===== config.mk =====
export PLATFORM = sky130hd
export DESIGN_NAME = rllt_ctrl
export DESIGN_NICKNAME = d
export VERILOG_FILES = /design/src/sv/rllt_pkg.sv /design/src/sv/rllt_ctrl.sv
export SDC_FILE = /design/constraint.sdc
export NUM_CORES = 1
export LEC_CHECK = 0
export ABC_AREA = 1
export BUFFER_PORTS_ARGS = -buffer_cell sky130_fd_sc_hd__buf_2
export CORE_AREA = 5 5 42 44
export DETAILED_ROUTE_END_ITERATION = 8
export DIE_AREA = 0 0 47 49
export SLEW_MARGIN = 20
export SYNTH_ARGS = -nofsm -noshare
export SYNTH_HDL_FRONTEND = slang
export SYNTH_SLANG_ARGS = --single-unit

===== constraint.sdc =====
create_clock -name clk -period 1.1 [get_ports clk]
set_input_delay 0.22 -clock clk [delete_from_list [all_inputs] [get_ports clk]]
set_output_delay 0.22 -clock clk [all_outputs]
set_load 0.1 [all_outputs]

===== src/sv/rllt_pkg.sv =====
`default_nettype none

package rllt_pkg;

  localparam int LINE_BITS    = 16;
  localparam int SLOT_BITS    = 16;
  localparam int MAX_RUNS_DEF = 256;

  typedef enum logic {
    OP_WRITE  = 1'b0,
    OP_LOOKUP = 1'b1
  } op_t;

  typedef enum logic [2:0] {
    ST_OK            = 3'd0,
    ST_LINE_ZERO     = 3'd1,
    ST_LINE_FALLING  = 3'd2,
    ST_TABLE_FULL    = 3'd3,
    ST_BAD_OFFSET    = 3'd4,
    ST_SLOT_OVERFLOW = 3'd5
  } status_t;

  typedef struct packed {
    op_t                  op;
    logic [LINE_BITS-1:0] line;
    logic [SLOT_BITS-1:0] extra_count;
    logic [SLOT_BITS-1:0] offset;
  } in_item_t;

  typedef struct packed {
    status_t              status;
    logic [LINE_BITS-1:0] line_number;
  } out_item_t;

  typedef enum logic [1:0] {
    S_IDLE,
    S_EXEC,
    S_WALK,
    S_DONE
  } fsm_state_t;

  // controller -> datapath
  typedef struct packed {
    logic cap;
    logic exec;
    logic walk;
    logic load_out;
  } ctrl_cmd_t;

  // datapath -> controller
  typedef struct packed {
    logic walk_start;
    logic hit;
  } dp_stat_t;

endpackage

`default_nettype wire


===== src/sv/rllt_ctrl.sv =====
`default_nettype none

module rllt_ctrl
  import rllt_pkg::*;
(
  input  wire logic      clk,
  input  wire logic      rst_n,
  input  wire logic      in_valid,
  output logic           in_ready,
  output logic           out_valid,
  input  wire logic      out_ready,
  output ctrl_cmd_t      cmd,
  input  wire dp_stat_t  stat
);

  fsm_state_t state_r, state_nxt;
  logic       out_valid_r, out_valid_nxt;

  always_ff @(posedge clk) begin
    if (!rst_n) begin
      state_r     <= S_IDLE;
      out_valid_r <= 1'b0;
    end else begin
      state_r     <= state_nxt;
      out_valid_r <= out_valid_nxt;
    end
  end

  always_comb begin
    state_nxt    = state_r;
    cmd          = '0;
    in_ready     = 1'b0;
    case (state_r)
      S_IDLE: begin
        in_ready = 1'b1;
        cmd.cap  = in_valid;
        if (in_valid) begin
          state_nxt = S_EXEC;
        end
      end
      S_EXEC: begin
        cmd.exec  = 1'b1;
        state_nxt = stat.walk_start ? S_WALK : S_DONE;
      end
      S_WALK: begin
        cmd.walk = 1'b1;
        if (stat.hit) begin
          state_nxt = S_DONE;
        end
      end
      S_DONE: begin
        // output register frees up when its result is taken
        cmd.load_out = !out_valid_r || out_ready;
        if (cmd.load_out) begin
          state_nxt = S_IDLE;
        end
      end
      default: begin
        state_nxt = S_IDLE;
      end
    endcase

    if (cmd.load_out) begin
      out_valid_nxt = 1'b1;
    end else if (out_ready) begin
      out_valid_nxt = 1'b0;
    end else begin
      out_valid_nxt = out_valid_r;
    end
  end

  assign out_valid = out_valid_r;

endmodule

`default_nettype wire


==> impl_metrics.yaml, run 1 <==
outcome:
  status: "finished with violations"
  violations: "negative setup slack"
critical_path:
  path_max_fanout: 4
  reg2reg_from: "state_r[0]"
  path_class: "register to output pin"
  r2r-end: "state_r[0]"
  critPathLaunchType: "register"
  rrSetupSlack_ns: -0.15
  end_kind: "output pin"
  r2r_cells: 9
  worstPathRequired_ns: 0.88
  arrival_ns: 1.13
synth:
  synth_area_sq_um: 233
  yosysTopAreaCell: "dfxtp_1"
  syn_nets: 44
  syn_inst: 34
  syn_avg_cell_area_sq_um: 6.84
  ys_top_cells_by_area: "dfxtp_1 (26%), ha_1 (22%), nand2_1 (15%)"
  ys_ff_latch: 3
  ys_seq_area_frac: 0.258
  ys_types: 11
  yosys.area.top_type_share: 0.258
  yosysWarnings: 0
placement:
  gp_congestion: 0.612
  portBuffers: 11
  dpl_cell_area_sq_um: 447
worst_hold_path:
  holdPathStages: 3
  hold_path.class: "primary input to register"
  min-delay-start: "rst_n"
  worstHoldEndpoint: "state_r[1]"
floorplanning:
  die_w_um: 47
  io_pins: 12
  die_h_um: 49
  rows: 14
  die-area_sq_um: 2300
  core_area_sq_um: 1400
  initial_core_util: 0.166
route:
  drtPass1Iterations: 4
  drt_wl_total_um: 659
  wl_per_cell_um: 9.28
  antenna_left: 0
  drc_errors: 0
  initialDrtViolationCount: 3
  vias_per_cell: 3.85
  vias: 273
clocking:
  ctsLongestPathBuffers: 2
  postCtsHoldBufs: 0
  clock-root-buffer: "clkbuf_4"
  cts_sinks: 3
  insertion_delay_ns: 0.23
  cts_buffers: 3
  htreeDepth: 1
  cts_tree: "built"
  clkTransAtPathRegs_ns: 0.04
sta:
  finalWorstSetupSlack_ns: -0.250
  fin_crit_ns: 1.35
  min_period_over_period: 1.23
  setup_viol: 7
  max_slew_margin: 0.908
  tightest_slew_ns: 0.138
  rsz0062_at_grt: "true"
  report.final.slew_viol_count: 0
  clock-skew-final_ns: 0.00198
  fmax_mhz: 741
  finalHoldViolCount: 0
global_route:
  grt_max_degree: 5
  antenna_found_initial: 0
  grt-ovfl-total: 0
  grt_pass1_vias: 274
  grt_util_all_layers: 0.0662
  grt_pass1_wl_um: 1050
finish:
  drive_above_1_share: 0.709
  design_area_sq_um: 577
  nFillCells: 148
  layout.nets: 66
  syn_to_final_growth_pct: 148
  layout_common_cells: "buf_12 (6), buf_4 (6), nand2_1 (5), buf_2 (5)"
  antenna_cells: 0
job:
  cap_viol_max_count: 0
==> per-layer routing <==
metal,up-vias,global-route usage,wire (um)
li1,144,-,-
met5,-,0,0
met1,120,0.0680,230
met4,0,0.0553,0
met2,9,0.0882,382
met3,0,0.0443,47
==> area by class of cell <==
type / count / area [sq um] / share of cell area
Timing Repair Buffer: 18 / 201 / 0.349
Tap cell: 16 / 20.0 / 0.0347
Multi-Input combinational cell: 23 / 220 / 0.382
Clock buffer: 4 / 26.3 / 0.0456
Sequential cell: 3 / 71.3 / 0.124
Inverter: 7 / 37.5 / 0.0651
==> worst max-delay path by stage <==
stage / start / end / slack, ns / cells after the start
floorplan: state_r[0] / cmd[3] / -0.31 / 4
global placement: state_r[0] / cmd[0] / -0.02 / 4
detailed placement: state_r[0] / cmd[3] / -0.02 / 5
CTS: state_r[0] / cmd[3] / -0.27 / 5
global route: state_r[1] / cmd[3] / -0.30 / 5
finish: state_r[0] / cmd[3] / -0.25 / 5
==> sequential cells by signal (all words and copies together), names as in the netlist <==
signal and flops:
out_valid 1, state_r 2
==> logic make-up after synthesis <==
group	Yosys count	synth area share
AOI/OAI and AO/OA	3	0.0753
DFF	3	0.258
adders and majority gates	4	0.215
buffers and inverters	8	0.145
and+or+nand+nor	16	0.306
==> through the flow <==
| step | hold WS, ns | utilization | TNS, ns | setup WS (ns) | instances |
|---|---|---|---|---|---|
| 4_1_cts | 0.216 | 0.368 | -1.29 | -0.265 | 68 |
| 6_report | 0.229 | 0.412 | -1.46 | -0.250 | 71 |
| 3_5_place_dp | 0.471 | 0.319 | -0.0462 | -0.0242 | 63 |
| 5_1_grt | 0.245 | 0.412 | -1.85 | -0.296 | 71 |
| 2_1_floorplan | 0.333 | - | -1.01 | -0.313 | 34 |
| 3_3_place_gp | 0.466 | 0.319 | -0.0392 | -0.0221 | 63 |
==> synth_stat cells, drive strengths merged <==
library cell  count
a21oi             2
a21boi            1
nand2             9
buf               1
inv               7
ha                4
nand3b            1
nand3             2
dfxtp             3
nor2              4
==> critical path, cell delays in order (launching register included) <==
cell	delay, ns
dfxtp_4	0.38
inv_6	0.04
ha_4	0.16
nand2_4	0.06
clkinvlp_4	0.08
buf_12	0.16
==> timing repair <==
| action | in CTS | in global routing |
|---|---|---|
| gates cloned | 0 | 0 |
| resized for setup | 9 | 9 |
| endpoints found under the hold margin | 0 | 0 |
| pin swaps | 4 | 4 |
| endpoints found under the setup margin | 5 | 7 |
| setup buffers | 1 | 3 |
Power of run 1 is not shown: default switching activity piles up to over one toggle a cycle in this logic, so the estimate is an artifact.
==> run 2: changes to the inputs <==
--- a/config.mk
+++ b/config.mk
@@ -7,9 +7,12 @@
 export LEC_CHECK = 0
 export ABC_AREA = 1
 export BUFFER_PORTS_ARGS = -buffer_cell sky130_fd_sc_hd__buf_2
+export CELL_PAD_IN_SITES_DETAIL_PLACEMENT = 1
+export CELL_PAD_IN_SITES_GLOBAL_PLACEMENT = 1
 export CORE_AREA = 5 5 42 44
 export DETAILED_ROUTE_END_ITERATION = 8
 export DIE_AREA = 0 0 47 49
+export PLACE_DENSITY_LB_ADDON = 0.1
 export SLEW_MARGIN = 20
 export SYNTH_ARGS = -nofsm -noshare
 export SYNTH_HDL_FRONTEND = slang
==> run 2 against run 1 <==
The flow still finishes with violations (negative setup slack). Non-clock buffer count grew 3. Clock skew increased by 0.0076 ns. Clock-buffer cell count unchanged. Critical path depth unchanged. Critical path type unchanged.
==> impl_metrics.yaml, run 2 (synthesized netlist as in run 1, its figures left out) <==
route:
  drtPass1Iterations: 4
  initialDrtViolationCount: 4
  drt_wl_total_um: 916
  antenna_left: 0
  drc_errors: 0
  wl_per_cell_um: 12.4
  vias: 310
  vias_per_cell: 4.19
sta:
  finalWorstSetupSlack_ns: -0.263
  min_period_over_period: 1.24
  tightest_slew_ns: 0.133
  fin_crit_ns: 1.36
  setup_viol: 7
  fmax_mhz: 734
  clock-skew-final_ns: 0.00955
  max_slew_margin: 0.911
  report.final.slew_viol_count: 0
  hold_ws_ns: 0.223
  finalHoldViolCount: 0
  rsz0062_at_grt: "true"
finish:
  regMostFlops: "state_r"
  largest_reg_flops: 2
  final_common_cell: "buf_4"
  layout.nets: 69
  drive_above_1_share: 0.707
  layout_common_cells: "buf_4 (8), buf_12 (6), nand2_1 (5), buf_2 (5), nor2_1 (4)"
  antenna_cells: 0
  syn_to_final_growth_pct: 160
  finalNonFillerCells: 74
critical_path:
  r2r_cells: 9
  arrival_ns: 1.14
  critPathLaunchType: "register"
  path_max_fanout: 3
  path_class: "register to output pin"
  worstPathRequired_ns: 0.88
  end_kind: "output pin"
clocking:
  cts_tree: "built"
  insertion_delay_ns: 0.25
  clkTransAtPathRegs_ns: 0.03
  cts_sinks: 3
  htreeDepth: 1
  postCtsHoldBufs: 0
  cts_buffers: 3
  clock-root-buffer: "clkbuf_4"
  ctsLongestPathBuffers: 2
global_route:
  grt_pass1_wl_um: 1440
  grt-ovfl-total: 0
  grt_pass1_vias: 315
  grt_util_all_layers: 0.0977
  antenna_found_initial: 0
  grt_max_degree: 5
placement:
  portBuffers: 11
  numPlacedInstances: 63
  gp_congestion: 0.735
  pre_cts_slack_ns: -0.0511
  hpwlAfterDp_um: 604
floorplanning:
  die-area_sq_um: 2300
  io_pins: 12
  rows: 14
  core_area_sq_um: 1400
  die_h_um: 49
  die_w_um: 47
  initial_core_util: 0.166
outcome:
  status: "finished with violations"
  violations: "negative setup slack"
job:
  cap_viol_max_count: 0
worst_hold_path:
  holdPathStages: 3
  hold_path.class: "primary input to register"
[run 2: worst paths after layout]
kind | from | to | slack, ns
max | state_r[1] | cmd[3] | -0.26
min | rst_n | state_r[1] | 0.22
max reg2reg | state_r[1] | state_r[1] | -0.14
min reg2reg | out_valid | out_valid | 0.54
[run 2: worst max-delay path, cell delays in order, from the launching register on]
cell        delay, ns
dfxtp_4          0.37
inv_4            0.05
ha_4             0.17
nand2_4          0.06
clkinvlp_4       0.09
buf_12           0.17
[run 2: layer usage]
metal,up-vias,wire length (um),global-route usage,share of wire
met2,14,511,0.154,0.56
met3,4,91,0.0590,0.099
met4,0,31,0.0691,0.034
met5,-,0,0,0
met1,143,282,0.0873,0.31
li1,149,-,-,-
[run 2: through the flow]
| stage | setup TNS, ns | area [sq um] | util |
|---|---|---|---|
| final | -1.49 | 606 | 0.432 |
| after global routing | -1.94 | 606 | 0.432 |
| after CTS | -1.41 | 583 | 0.416 |
| after detailed placement | -0.175 | 447 | 0.319 |
| after global placement | -0.0510 | 447 | 0.319 |
| after floorplan | -1.01 | 274 | - |
[run 2: timing repair]
| item | CTS | global route |
|---|---|---|
| cloned | 0 | 0 |
| gates resized for setup | 18 | 1 |
| setup buffers | 5 | 2 |
| pin swaps | 7 | 4 |
| setup endpoints to repair | 7 | 7 |
[run 2: layout make-up]
type                       instances  area (sq um)
fill                             166           796
timing repair buffer              21           228
multi-input combinational         23           223
sequential                         3          71.3
inverter                           7          37.5
clock buffer                       4          26.3
tap                               16          20.0
Power of run 2 is left out for the same reason.
==> run 3: changes to the inputs <==
--- a/config.mk
+++ b/config.mk
@@ -12,7 +12,7 @@
 export CORE_AREA = 5 5 42 44
 export DETAILED_ROUTE_END_ITERATION = 8
 export DIE_AREA = 0 0 47 49
-export PLACE_DENSITY_LB_ADDON = 0.1
+export PLACE_DENSITY = 0.65
 export SLEW_MARGIN = 20
 export SYNTH_ARGS = -nofsm -noshare
 export SYNTH_HDL_FRONTEND = slang
==> run 3 against run 2 <==
The run still ends with negative setup slack left. Non-clock buffer count is 5 lower. Via count down 9.0%. Critical path type unchanged. Routed wire length down 26%. Largest cell class is now multi-input gates.
==> impl_metrics.yaml, run 3 (synthesized netlist as in run 1, its figures left out) <==
outcome:
  status: "finished with violations"
  violations: "negative setup slack"
clocking:
  ctsLongestPathBuffers: 2
  cts_buffers: 3
  insertion_delay_ns: 0.23
  clock-root-buffer: "clkbuf_4"
  cts_sinks: 3
  htreeDepth: 1
  cts_tree: "built"
  clkTransAtPathRegs_ns: 0.04
global_route:
  grt_max_degree: 5
  antenna_found_initial: 0
  grt-busiest-layer: "met2"
  use_met2: 0.118
  grt_util_all_layers: 0.0745
  grt_pass1_wl_um: 1120
  grt-ovfl-total: 0
  use_met1: 0.0590
  grt_pass1_vias: 291
  grt_util_met3: 0.0332
finish:
  syn_to_final_growth_pct: 129
  layout_common_cells: "nand2_1 (7), buf_12 (6), buf_2 (5), buf_4 (5), nor2_1 (4)"
  design_area_sq_um: 533
  drive_above_1_share: 0.642
  layout.nets: 64
  largest_reg_flops: 2
  antenna_cells: 0
  regMostFlops: "state_r"
  final_common_cell: "nand2_1"
critical_path:
  arrival_ns: 1.14
  cp_slowest_cell: "dfxtp_4"
  r2r-end: "state_r[0]"
  r2r_cells: 7
  critPathBufInv: 3
  critPathLaunchType: "register"
  reg2reg_from: "state_r[1]"
  path_class: "register to output pin"
  worstPathRequired_ns: 0.88
  crit_chain: "inv_4 -> ha_4 -> nand2_4 -> clkinvlp_4 -> buf_12"
  rrSetupSlack_ns: -0.02
  crit_family: "flip-flops"
  path_max_fanout: 4
  slowest_delay_ns: 0.37
  end_kind: "output pin"
sta:
  rsz0062_at_grt: "true"
  min_period_over_period: 1.24
  finalWorstSetupSlack_ns: -0.260
  tightest_slew_ns: 0.177
  clock-skew-final_ns: 0.00137
  max_slew_margin: 0.881
  report.final.slew_viol_count: 0
  setup_viol: 7
  fin_crit_ns: 1.36
  fmax_mhz: 735
  finalHoldViolCount: 0
floorplanning:
  die_w_um: 47
  die_h_um: 49
  rows: 14
  die-area_sq_um: 2300
  io_pins: 12
  initial_core_util: 0.166
  core_area_sq_um: 1400
job:
  cap_viol_max_count: 0
placement:
  dpl_cell_area_sq_um: 462
  hpwlAfterDp_um: 586
  portBuffers: 11
  gp_congestion: 0.649
route:
  drc_errors: 0
  vias_per_cell: 4.09
  vias: 282
  wl_per_cell_um: 9.86
  initialDrtViolationCount: 0
  antenna_left: 0
  drt_wl_total_um: 680
  drtPass1Iterations: 1
worst_hold_path:
  hold_path.class: "primary input to register"
  min-delay-start: "rst_n"
  holdPathStages: 3
  worstHoldEndpoint: "state_r[0]"
## run 3: changes by cell type in the layout (fill, tap and decap cells not counted)
cell | previous run | this run
buf_4 | 8 | 5
ha_4 | 3 | 2
nand2_4 | 3 | 1
inv_4 | 1 | 2
ha_2 | 1 | 2
buf_6 | 2 | 0
inv_6 | 1 | 0
nand2_1 | 5 | 7
## run 3: worst max path at each step
stage          startpoint     end  depth (start not counted)
2_1_floorplan  state_r[0]  cmd[3]                          4
3_3_place_gp   state_r[0]  cmd[0]                          4
3_5_place_dp   state_r[0]  cmd[0]                          4
4_1_cts        state_r[1]  cmd[3]                          5
5_1_grt        state_r[0]  cmd[3]                          5
6_report       state_r[0]  cmd[3]                          5
## run 3: worst min-delay path, cell delays in order
cell and delay, ns:
buf_2 0.12, nand2_1 0.06, nor2_1 0.04
## run 3: timing repair
item | 4_1_cts | 5_1_grt
hold buffers | 0 | 0
endpoints found under the hold margin | 0 | 0
gates resized for setup | 9 | 2
setup endpoints to repair | 7 | 7
pin swaps | 5 | 3
buffers inserted | 0 | 0
## run 3: area by class of cell
type	instances	area [sq um]
fillers	169	868
well taps	16	20.0
inverters	7	35.0
flip-flops and latches	3	71.3
clock buffers	4	26.3
multi-input cells	23	198
repair buffers	16	183
## run 3: layer usage
metal  wire (um)  vias to the layer above
li1            -                      142
met1         206                      127
met2         402                        9
met3          47                        4
met4          23                        0
met5           0                        -
## run 3: stage by stage
step	worst slack [ns]	utilization	hold slack, ns	std cells	setup TNS [ns]
floorplan	-0.313	-	0.333	34	-1.01
global placement	-0.0283	0.329	0.469	65	-0.0354
detailed placement	-0.0593	0.329	0.477	65	-0.110
CTS	-0.272	0.373	0.229	69	-1.30
global route	-0.302	0.380	0.252	69	-1.56
finish	-0.260	0.380	0.245	69	-1.19
Power of run 3 is left out for the same reason.
